`config.mk`:
```
export PLATFORM = sky130hd
export DESIGN_NAME = natural_breeze_fan_speed_generator
export DESIGN_NICKNAME = d
export VERILOG_FILES = /design/src/nbf_pkg.sv /design/src/natural_breeze_fan_speed_generator.sv /design/src/nbf_unit.sv
export SDC_FILE = /design/constraint.sdc
export NUM_CORES = 1
export LEC_CHECK = 0
export BUFFER_PORTS_ARGS = -buffer_cell sky130_fd_sc_hd__buf_2
export CORE_MARGIN = 1.5
export CORE_UTILIZATION = 30
export CTS_CLUSTER_DIAMETER = 60
export DETAILED_ROUTE_END_ITERATION = 8
export PLACE_DENSITY = 0.48
export REMOVE_ABC_BUFFERS = 1
export SLEW_MARGIN = 20
export SYNTH_ARGS = -nofsm -noshare
export SYNTH_HDL_FRONTEND = slang
export SYNTH_SLANG_ARGS = --single-unit
```
`constraint.sdc`:
```
create_clock -name clk -period 8.7 [get_ports clk]
set_input_delay 0.87 -clock clk [delete_from_list [all_inputs] [get_ports clk]]
set_output_delay 0.87 -clock clk [all_outputs]
set_load 0.01 [all_outputs]
```
`src/nbf_pkg.sv`:
```
package nbf_pkg;

	localparam int TABLE_DEPTH = 100;
	localparam logic [8:0] KICK_SPEED = 9'd190;
	localparam logic [8:0] LOW_SPEED = 9'd130;
	localparam logic CMD_UPDATE = 1'b0;
	localparam logic CMD_TICK = 1'b1;

	typedef struct packed {
		logic       cmd;
		logic [7:0] jitter;
	} in_t;

	typedef struct packed {
		logic [8:0] duty_out;
		logic [8:0] target_speed;
	} out_t;

	typedef enum logic [2:0] {
		ST_IDLE,
		ST_SQ,
		ST_CUBE,
		ST_QUO,
		ST_REM,
		ST_DONE,
		ST_OUT
	} state_t;

	typedef enum logic [1:0] {
		OP_MUL,
		OP_QUO,
		OP_REM
	} op_t;

	typedef struct packed {
		op_t         op;
		logic [15:0] a;
		logic [11:0] b;
		logic [15:0] c;
	} unit_req_t;

	function automatic logic [6:0] lvl_max(input logic [2:0] level);
		unique case (level)
			3'd2:    lvl_max = 7'd53;
			3'd3:    lvl_max = 7'd79;
			3'd4:    lvl_max = 7'd99;
			default: lvl_max = 7'd26;
		endcase
	endfunction

	// Reciprocal of the sweep maximum scaled by 2^16 and rounded down.
	function automatic logic [11:0] lvl_recip(input logic [2:0] level);
		unique case (level)
			3'd2:    lvl_recip = 12'd1236;
			3'd3:    lvl_recip = 12'd829;
			3'd4:    lvl_recip = 12'd661;
			default: lvl_recip = 12'd2520;
		endcase
	endfunction

	function automatic logic [7:0] lvl_restart(input logic [2:0] level);
		unique case (level)
			3'd2:    lvl_restart = 8'd120;
			3'd3:    lvl_restart = 8'd70;
			3'd4:    lvl_restart = 8'd45;
			default: lvl_restart = 8'd160;
		endcase
	endfunction

	function automatic logic [7:0] lvl_thresh(input logic [2:0] level);
		unique case (level)
			3'd2:    lvl_thresh = 8'd123;
			3'd3:    lvl_thresh = 8'd86;
			3'd4:    lvl_thresh = 8'd55;
			default: lvl_thresh = 8'd165;
		endcase
	endfunction

	function automatic logic [7:0] speed_rom(input logic [6:0] idx);
		logic [7:0] tbl [0:TABLE_DEPTH-1];
		tbl = '{
			8'd45, 8'd55, 8'd65, 8'd67, 8'd69, 8'd70, 8'd71, 8'd72, 8'd73, 8'd74,
			8'd75, 8'd76, 8'd77, 8'd78, 8'd79, 8'd80, 8'd81, 8'd82, 8'd83, 8'd84,
			8'd85, 8'd86, 8'd87, 8'd88, 8'd89, 8'd90, 8'd91, 8'd97, 8'd98, 8'd99,
			8'd101, 8'd102, 8'd103, 8'd105, 8'd106, 8'd107, 8'd109, 8'd110, 8'd111, 8'd113,
			8'd114, 8'd115, 8'd117, 8'd118, 8'd119, 8'd121, 8'd122, 8'd123, 8'd125, 8'd126,
			8'd127, 8'd129, 8'd130, 8'd131, 8'd132, 8'd134, 8'd135, 8'd136, 8'd138, 8'd139,
			8'd140, 8'd142, 8'd143, 8'd144, 8'd146, 8'd147, 8'd148, 8'd150, 8'd151, 8'd153,
			8'd155, 8'd158, 8'd160, 8'd163, 8'd165, 8'd168, 8'd170, 8'd171, 8'd172, 8'd173,
			8'd174, 8'd175, 8'd176, 8'd177, 8'd178, 8'd179, 8'd180, 8'd181, 8'd182, 8'd183,
			8'd184, 8'd185, 8'd186, 8'd187, 8'd188, 8'd189, 8'd195, 8'd200, 8'd210, 8'd220
		};
		if (idx < 7'(TABLE_DEPTH)) begin
			speed_rom = tbl[idx];
		end else begin
			speed_rom = 8'd0;
		end
	endfunction

endpackage

```
`src/natural_breeze_fan_speed_generator.sv`:
```
// Natural breeze fan speed generator.
// Items arrive on the item channel (valid/ready) and each gives exactly one
// beat on the result channel (valid/ready). The user must write the level
// through cfg_we and cfg_data only while the block is idle; the block
// itself does not enforce this. The level takes effect on the next item.
// A ramp tick, or an update event while the fan is stopped, goes from the
// idle step straight to the output step. An update event while the fan
// runs squares and cubes the sweep index on a shared multiplier, one
// product a cycle, then reduces the cube modulo the sweep maximum with a
// reciprocal product and a multiply-subtract through the same unit.
// Item ready is high only while the sequencer is idle.
// The result is held in an output register: the next item is accepted while
// a result still waits, and the sequencer holds its last step until the
// receiver frees the register.
// Reset clears all fan state, sets the level to one and leaves the channel
// empty.
module natural_breeze_fan_speed_generator (
	input  logic           clk,
	input  logic           arst_n,
	input  logic           item_valid,
	output logic           item_ready,
	input  nbf_pkg::in_t   item,
	output logic           result_valid,
	input  logic           result_ready,
	output nbf_pkg::out_t  result,
	input  logic           cfg_we,
	input  logic [2:0]     cfg_data
);
	import nbf_pkg::*;

	state_t      state_q, state_d;
	logic [2:0]  wind_level_q;
	logic [6:0]  sweep_index_q;
	logic        sweep_rising_q;
	logic        fan_running_q;
	logic [8:0]  target_q;
	logic [8:0]  ramp_q;
	logic        ramp_rising_q;
	logic        skip_q;
	logic [7:0]  jitter_q;
	logic [15:0] prod_q;
	logic [11:0] quo_q;
	logic [6:0]  rem_q;
	logic [8:0]  res_duty_q;
	logic [8:0]  res_target_q;
	logic        result_valid_q;
	out_t        result_q;

	unit_req_t   req;
	logic [15:0] unit_res;
	logic        accept;
	logic        load_out;
	logic [6:0]  max_c;
	logic [7:0]  rem_raw;
	logic [6:0]  rem_fix;
	logic [6:0]  idx_next;
	logic        rising_next;
	logic        ramp_up;
	logic [8:0]  ramp_next;
	logic [8:0]  kick;
	logic [6:0]  rom_idx;
	logic [8:0]  rom_val;
	logic [8:0]  done_target;
	logic        done_skip;

	nbf_unit u_unit (
		.req (req),
		.res (unit_res)
	);

	assign accept   = item_valid && item_ready;
	assign load_out = (state_q == ST_OUT) && (!result_valid_q || result_ready);
	assign max_c    = lvl_max(wind_level_q);
	assign kick     = 9'(KICK_SPEED + {1'b0, item.jitter});
	assign rom_idx  = 7'(TABLE_DEPTH) - rem_q;
	assign rom_val  = {1'b0, speed_rom(rom_idx)};
	assign rem_raw  = unit_res[7:0];
	assign rem_fix  = (rem_raw >= {1'b0, max_c}) ? 7'(rem_raw - {1'b0, max_c}) : rem_raw[6:0];

	always_comb begin
		req.op = OP_MUL;
		req.a  = prod_q;
		req.b  = {5'd0, sweep_index_q};
		req.c  = prod_q;
		unique case (state_q)
			ST_SQ: req.a = {9'd0, sweep_index_q};
			ST_QUO: begin
				req.op = OP_QUO;
				req.b  = lvl_recip(wind_level_q);
			end
			ST_REM: begin
				req.op = OP_REM;
				req.a  = {4'd0, quo_q};
				req.b  = {5'd0, max_c};
			end
			default: begin
			end
		endcase
	end

	always_comb begin
		idx_next    = sweep_index_q;
		rising_next = sweep_rising_q;
		if (sweep_rising_q) begin
			if (sweep_index_q < max_c) begin
				idx_next = 7'(sweep_index_q + 7'd1);
			end else begin
				rising_next = 1'b0;
			end
		end else begin
			if (sweep_index_q != 7'd0) begin
				idx_next = 7'(sweep_index_q - 7'd1);
			end else begin
				rising_next = 1'b1;
			end
		end
	end

	always_comb begin
		ramp_up = ramp_rising_q;
		if (ramp_q < target_q) begin
			ramp_up = 1'b1;
		end else if (ramp_q > target_q) begin
			ramp_up = 1'b0;
		end
		ramp_next = ramp_q;
		if (ramp_up) begin
			if (ramp_q <= target_q) begin
				ramp_next = 9'(ramp_q + 9'd3);
			end
		end else if (ramp_q > target_q) begin
			ramp_next = 9'(ramp_q - 9'd1);
		end
	end

	always_comb begin
		done_target = rom_val;
		done_skip   = 1'b0;
		if (rom_val < LOW_SPEED) begin
			if (!skip_q) begin
				done_skip = 1'b1;
			end else begin
				done_target = 9'(KICK_SPEED + {1'b0, jitter_q});
			end
		end
	end

	always_comb begin
		state_d    = state_q;
		item_ready = 1'b0;
		unique case (state_q)
			ST_IDLE: begin
				item_ready = 1'b1;
				if (accept) begin
					if (item.cmd == CMD_UPDATE && fan_running_q) begin
						state_d = ST_SQ;
					end else begin
						state_d = ST_OUT;
					end
				end
			end
			ST_SQ:   state_d = ST_CUBE;
			ST_CUBE: state_d = ST_QUO;
			ST_QUO:  state_d = ST_REM;
			ST_REM:  state_d = ST_DONE;
			ST_DONE: state_d = ST_OUT;
			ST_OUT: begin
				if (load_out) begin
					state_d = ST_IDLE;
				end
			end
			default: state_d = ST_IDLE;
		endcase
	end

	always_ff @(posedge clk or negedge arst_n) begin
		if (!arst_n) begin
			state_q <= ST_IDLE;
		end else begin
			state_q <= state_d;
		end
	end

	always_ff @(posedge clk or negedge arst_n) begin
		if (!arst_n) begin
			wind_level_q   <= 3'd1;
			sweep_index_q  <= '0;
			sweep_rising_q <= 1'b0;
			fan_running_q  <= 1'b0;
			target_q       <= '0;
			ramp_q         <= '0;
			ramp_rising_q  <= 1'b0;
			skip_q         <= 1'b0;
			result_valid_q <= 1'b0;
		end else begin
			if (cfg_we) begin
				wind_level_q <= cfg_data;
			end
			if (accept) begin
				if (item.cmd == CMD_TICK) begin
					ramp_rising_q <= ramp_up;
					ramp_q        <= ramp_next;
				end else if (!fan_running_q) begin
					ramp_q        <= target_q;
					target_q      <= kick;
					fan_running_q <= 1'b1;
				end else begin
					ramp_q         <= target_q;
					sweep_index_q  <= idx_next;
					sweep_rising_q <= rising_next;
				end
			end
			if (state_q == ST_DONE) begin
				if (rem_q == 7'd0) begin
					target_q <= {1'b0, lvl_restart(wind_level_q)};
				end else begin
					target_q      <= done_target;
					skip_q        <= done_skip;
					fan_running_q <= rom_val >= {1'b0, lvl_thresh(wind_level_q)};
				end
			end
			if (load_out) begin
				result_valid_q <= 1'b1;
			end else if (result_ready) begin
				result_valid_q <= 1'b0;
			end
		end
	end

	always_ff @(posedge clk) begin
		if (accept) begin
			jitter_q <= item.jitter;
			if (item.cmd == CMD_TICK) begin
				res_duty_q   <= ramp_q;
				res_target_q <= target_q;
			end else begin
				res_duty_q   <= target_q;
				res_target_q <= kick;
			end
		end
		unique case (state_q)
			ST_SQ, ST_CUBE: prod_q <= unit_res;
			ST_QUO:         quo_q  <= unit_res[11:0];
			ST_REM:         rem_q  <= rem_fix;
			ST_DONE: begin
				if (rem_q == 7'd0) begin
					res_target_q <= {1'b0, lvl_restart(wind_level_q)};
				end else begin
					res_target_q <= done_target;
				end
			end
			default: begin
			end
		endcase
		if (load_out) begin
			result_q.duty_out     <= res_duty_q;
			result_q.target_speed <= res_target_q;
		end
	end

	assign result_valid = result_valid_q;
	assign result       = result_q;

endmodule

```
`src/nbf_unit.sv`:
```
module nbf_unit (
	input  nbf_pkg::unit_req_t req,
	output logic [15:0]        res
);
	import nbf_pkg::*;

	logic [27:0] prod;

	assign prod = req.a * req.b;

	always_comb begin
		unique case (req.op)
			OP_MUL:  res = prod[15:0];
			OP_QUO:  res = {4'd0, prod[27:16]};
			OP_REM:  res = 16'(req.c - prod[15:0]);
			default: res = prod[15:0];
		endcase
	end

endmodule

```
==> out/metrics.csv <==
stage,metric,value,unit
clocking,"Reg clk slew, reported paths",0.06,ns
critical_path,reg2reg start,wind_level_q[1],
timing,Max Clock Skew,0.0118,ns
critical_path,Setup crit end kind,flip-flop,
critical_path,Most common cell on crit path,fa_1,
route,DRT Wirelength,42.7,mm
placement,# placed instances,2352,
global_route,global-route wire length before repair,68.8,mm
route,Avg WL per Cell,17.9,um
critical_path,critical path arrival,8.52,ns
placement,area of placed instances,15900,um^2
yosys,Mapped Area,14700,um^2
layout,post-route insts no fill,2387,
route,drt drc,0,
floorplanning,die span in x,224,um
yosys,main area contributors after synthesis,"fa_1 19%, edfxtp_1 16%, ha_1 12%",
clocking,total CTS buffers,17,
yosys,Adder-Cell Fraction of Synth Area,31.1,%
timing,Worst Max-Slew Pin Slew,1.04,ns
critical_path,number of cells on the worst reg-to-reg path,33,
route,Initial DRT Pass Iterations,5,
critical_path,FF-to-FF setup slack,0.35,ns
run_status,status,completed,
layout,share of cells above drive strength 1,11.5,%
layout,# diodes,0,
global_route,initial antenna violation count,0,
yosys,top cell type's share of synthesized area,19.5,%
yosys,#FFs+latches synth,115,
timing,post-route clock period utilization,95.9,%
timing,fmax,120,MHz
clocking,CTS tree,built,
hold_path,Hold Path Depth,0,
route,antenna-violating nets left,0,
layout,layout overhead on the synthesized area,13.4,%
yosys,Post-Synthesis Cells,1692,
yosys,Synth Flop Type,edfxtp_1,
layout,register cell area after layout,3280,um^2
timing,WHS,0.416,ns
yosys,"top cells by count, synth","230 x inv_1, 228 x nand2_1, 143 x fa_1",
yosys,"area leader, netlist",fa_1,
hold_path,Hold Path Sink,result[15],
clocking,total clock sinks,115,
yosys,Cell variety after synth,81,
clocking,CTS Root Cell,clkbuf_16,
timing,Final Hold Viols,0,
yosys,synth warn,0,
yosys,post-synthesis xor/xnor area fraction,3.97,%
timing,setup_tns,0,ns
route,Vias/cell,5.17,
global_route,largest net degree at the start of global routing,41,
layout,Multi-input gate area,10400,um^2
global_route,grt ovf,0,
critical_path,Worst R2R End,rem_q[5],
layout,post-route cell area,16600,um^2
floorplanning,core area,48000,um^2
layout,# nets final,2055,
yosys,asr flop ratio synth,31.3,%
placement,DP HPWL,34.2,mm
floorplanning,Initial Util,30.6,%
critical_path,Crit Path Category,reg2reg,
placement,RePlAce Congestion,0.904,
floorplanning,die area,50300,um^2
clocking,H-tree levels,4,
run,# Max-Cap Violations,0,
hold_path,worst min-delay path class,reg2reg,
yosys,Post-synth EDFFs,79,
yosys,complex-gate fraction of the synthesized area,17.2,%
yosys,Simple-Gate Fraction of Synth Area,16.0,%
floorplanning,# IOs,37,
timing,Slew Limit Fails,0,
clocking,clock tree buffer depth,2,
yosys,post-synthesis average cell area,8.68,um^2
timing,Worst slew margin,30.4,%
floorplanning,FP Rows,80,
yosys,post-synthesis mux area share,1.73,%
critical_path,Crit Path Max Fanout,16,
clocking,number of hold-repair buffers added at the cts stage,0,
yosys,largest family of logic cells by synthesized area,adder cells,
global_route,total track usage,17.4,%
floorplanning,Die Height,224,um
yosys,most numerous cell in the Yosys netlist,inv_1,
critical_path,crit-path max cell delay,0.59,ns
critical_path,WP data required,8.87,ns
hold_path,Hold Startpoint,res_duty_q[6],
critical_path,slowest cell on the critical path,fa_1,
global_route,number of global-route vias before repair,12411,
yosys,sequential share of the synthesized area,22.3,%
placement,IO buf count,36,
route,vias,12351,
route,First DRT Iteration DRCs,814,
layout,# fillers,4952,
timing,"Setup violations, final",0,
timing,min Tclk post-route,8.35,ns
critical_path,startpoint types,flip-flop,
clocking,Skew-Pair Late Insertion Delay,0.43,ns
[final cells by class]
cell class	instances	share of cell area, %
clock inverter	15	0.872
inverter	234	5.28
sequential	115	19.7
multi-input combinational	1279	62.4
clock buffer	17	2.56
tap	615	4.62
timing repair buffer	112	4.61
[critical path, delay by kind of cell, from the launching register on]
family	cells	cell delay [ns]
flip-flops	1	0.39
adder cells (fa/ha/maj)	8	3.45
buffers and inverters	6	0.59
multiplexers	1	0.29
AND/OR/NAND/NOR	4	0.78
XOR/XNOR	1	0.11
AO/OA/AOI/OAI	13	2.47
[layout by cell type (no fill, tap or decap), types with 8 or more instances in the layout]
| cell type | n |
|---|---|
| fa_1 | 143 |
| a211oi_1 | 9 |
| a31oi_1 | 12 |
| mux2_2 | 11 |
| a22oi_1 | 9 |
| nor3_1 | 26 |
| xor2_1 | 22 |
| and2_1 | 36 |
| nand2b_1 | 12 |
| dfrtp_1 | 34 |
| buf_2 | 36 |
| mux2i_1 | 13 |
| nor2_1 | 126 |
| a21oi_1 | 100 |
| o21a_1 | 12 |
| nand4_1 | 8 |
| nand3_1 | 27 |
| a21o_1 | 40 |
| o211ai_1 | 14 |
| o21ai_0 | 80 |
| clkbuf_16 | 17 |
| nor2b_1 | 17 |
| xnor2_1 | 39 |
| inv_1 | 230 |
| o22ai_1 | 29 |
| ha_1 | 136 |
| nand2_1 | 224 |
| buf_4 | 74 |
| edfxtp_1 | 79 |
[kinds of logic (layout without fill, tap and decap cells)]
family / count (synthesis) / count (layout)
mux: 24 / 24
buf+inv: 298 / 378
simple gates: 521 / 521
xor+xnor: 64 / 64
flops: 115 / 115
compound gates: 391 / 391
fa+ha+maj: 279 / 279
[state kept, by name, summed over array words and instances, names as in the netlist]
signal and count:
state_q 3, ramp_q 9, res_duty_q 9, quo_q 12, result_valid 1, prod_q 16
skip_q 1, target_q 9, rem_q 7, sweep_rising_q 1, sweep_index_q 7, jitter_q 8
ramp_rising_q 1, result 18, fan_running_q 1, res_target_q 9, wind_level_q 3
[routing by layer]
metal,wire length (um),GRT usage (%),up-vias
met4,726,3.77,0
li1,-,-,5889
met1,20200,24.5,6116
met3,1950,2.34,47
met2,19800,28.6,299
met5,0,0,-
[how the worst max path moves through the flow]
stage	startpoint	to	slack, ns	cells past startpoint
CTS	state_q[0]	rem_q[1]	0.05	33
global placement	state_q[1]	rem_q[6]	-0.11	31
detailed placement	state_q[1]	rem_q[6]	-0.29	31
finish	wind_level_q[1]	rem_q[5]	0.35	33
floorplan	state_q[0]	rem_q[1]	-0.81	31
global route	wind_level_q[1]	rem_q[5]	-0.06	33
[what timing repair did]
action                                  in CTS  in global routing
endpoints found under the setup margin       7                  7
gates cloned                                 0                  0
pin swaps                                    0                  6
hold endpoints to repair                     0                  0
setup buffers                                0                  3
gates resized for setup                      5                 26
[metrics by stage]
step / util [%] / setup slack [ns]
2_1_floorplan: - / -0.807
3_3_place_gp: 33.2 / -0.110
3_5_place_dp: 33.2 / -0.286
4_1_cts: 34.4 / 0.0465
5_1_grt: 34.7 / -0.0644
6_report: 34.7 / 0.352
Power is left out: the tool's default activity adds up to more than one toggle a clock period on the data nets, which glitch-free logic cannot reach.
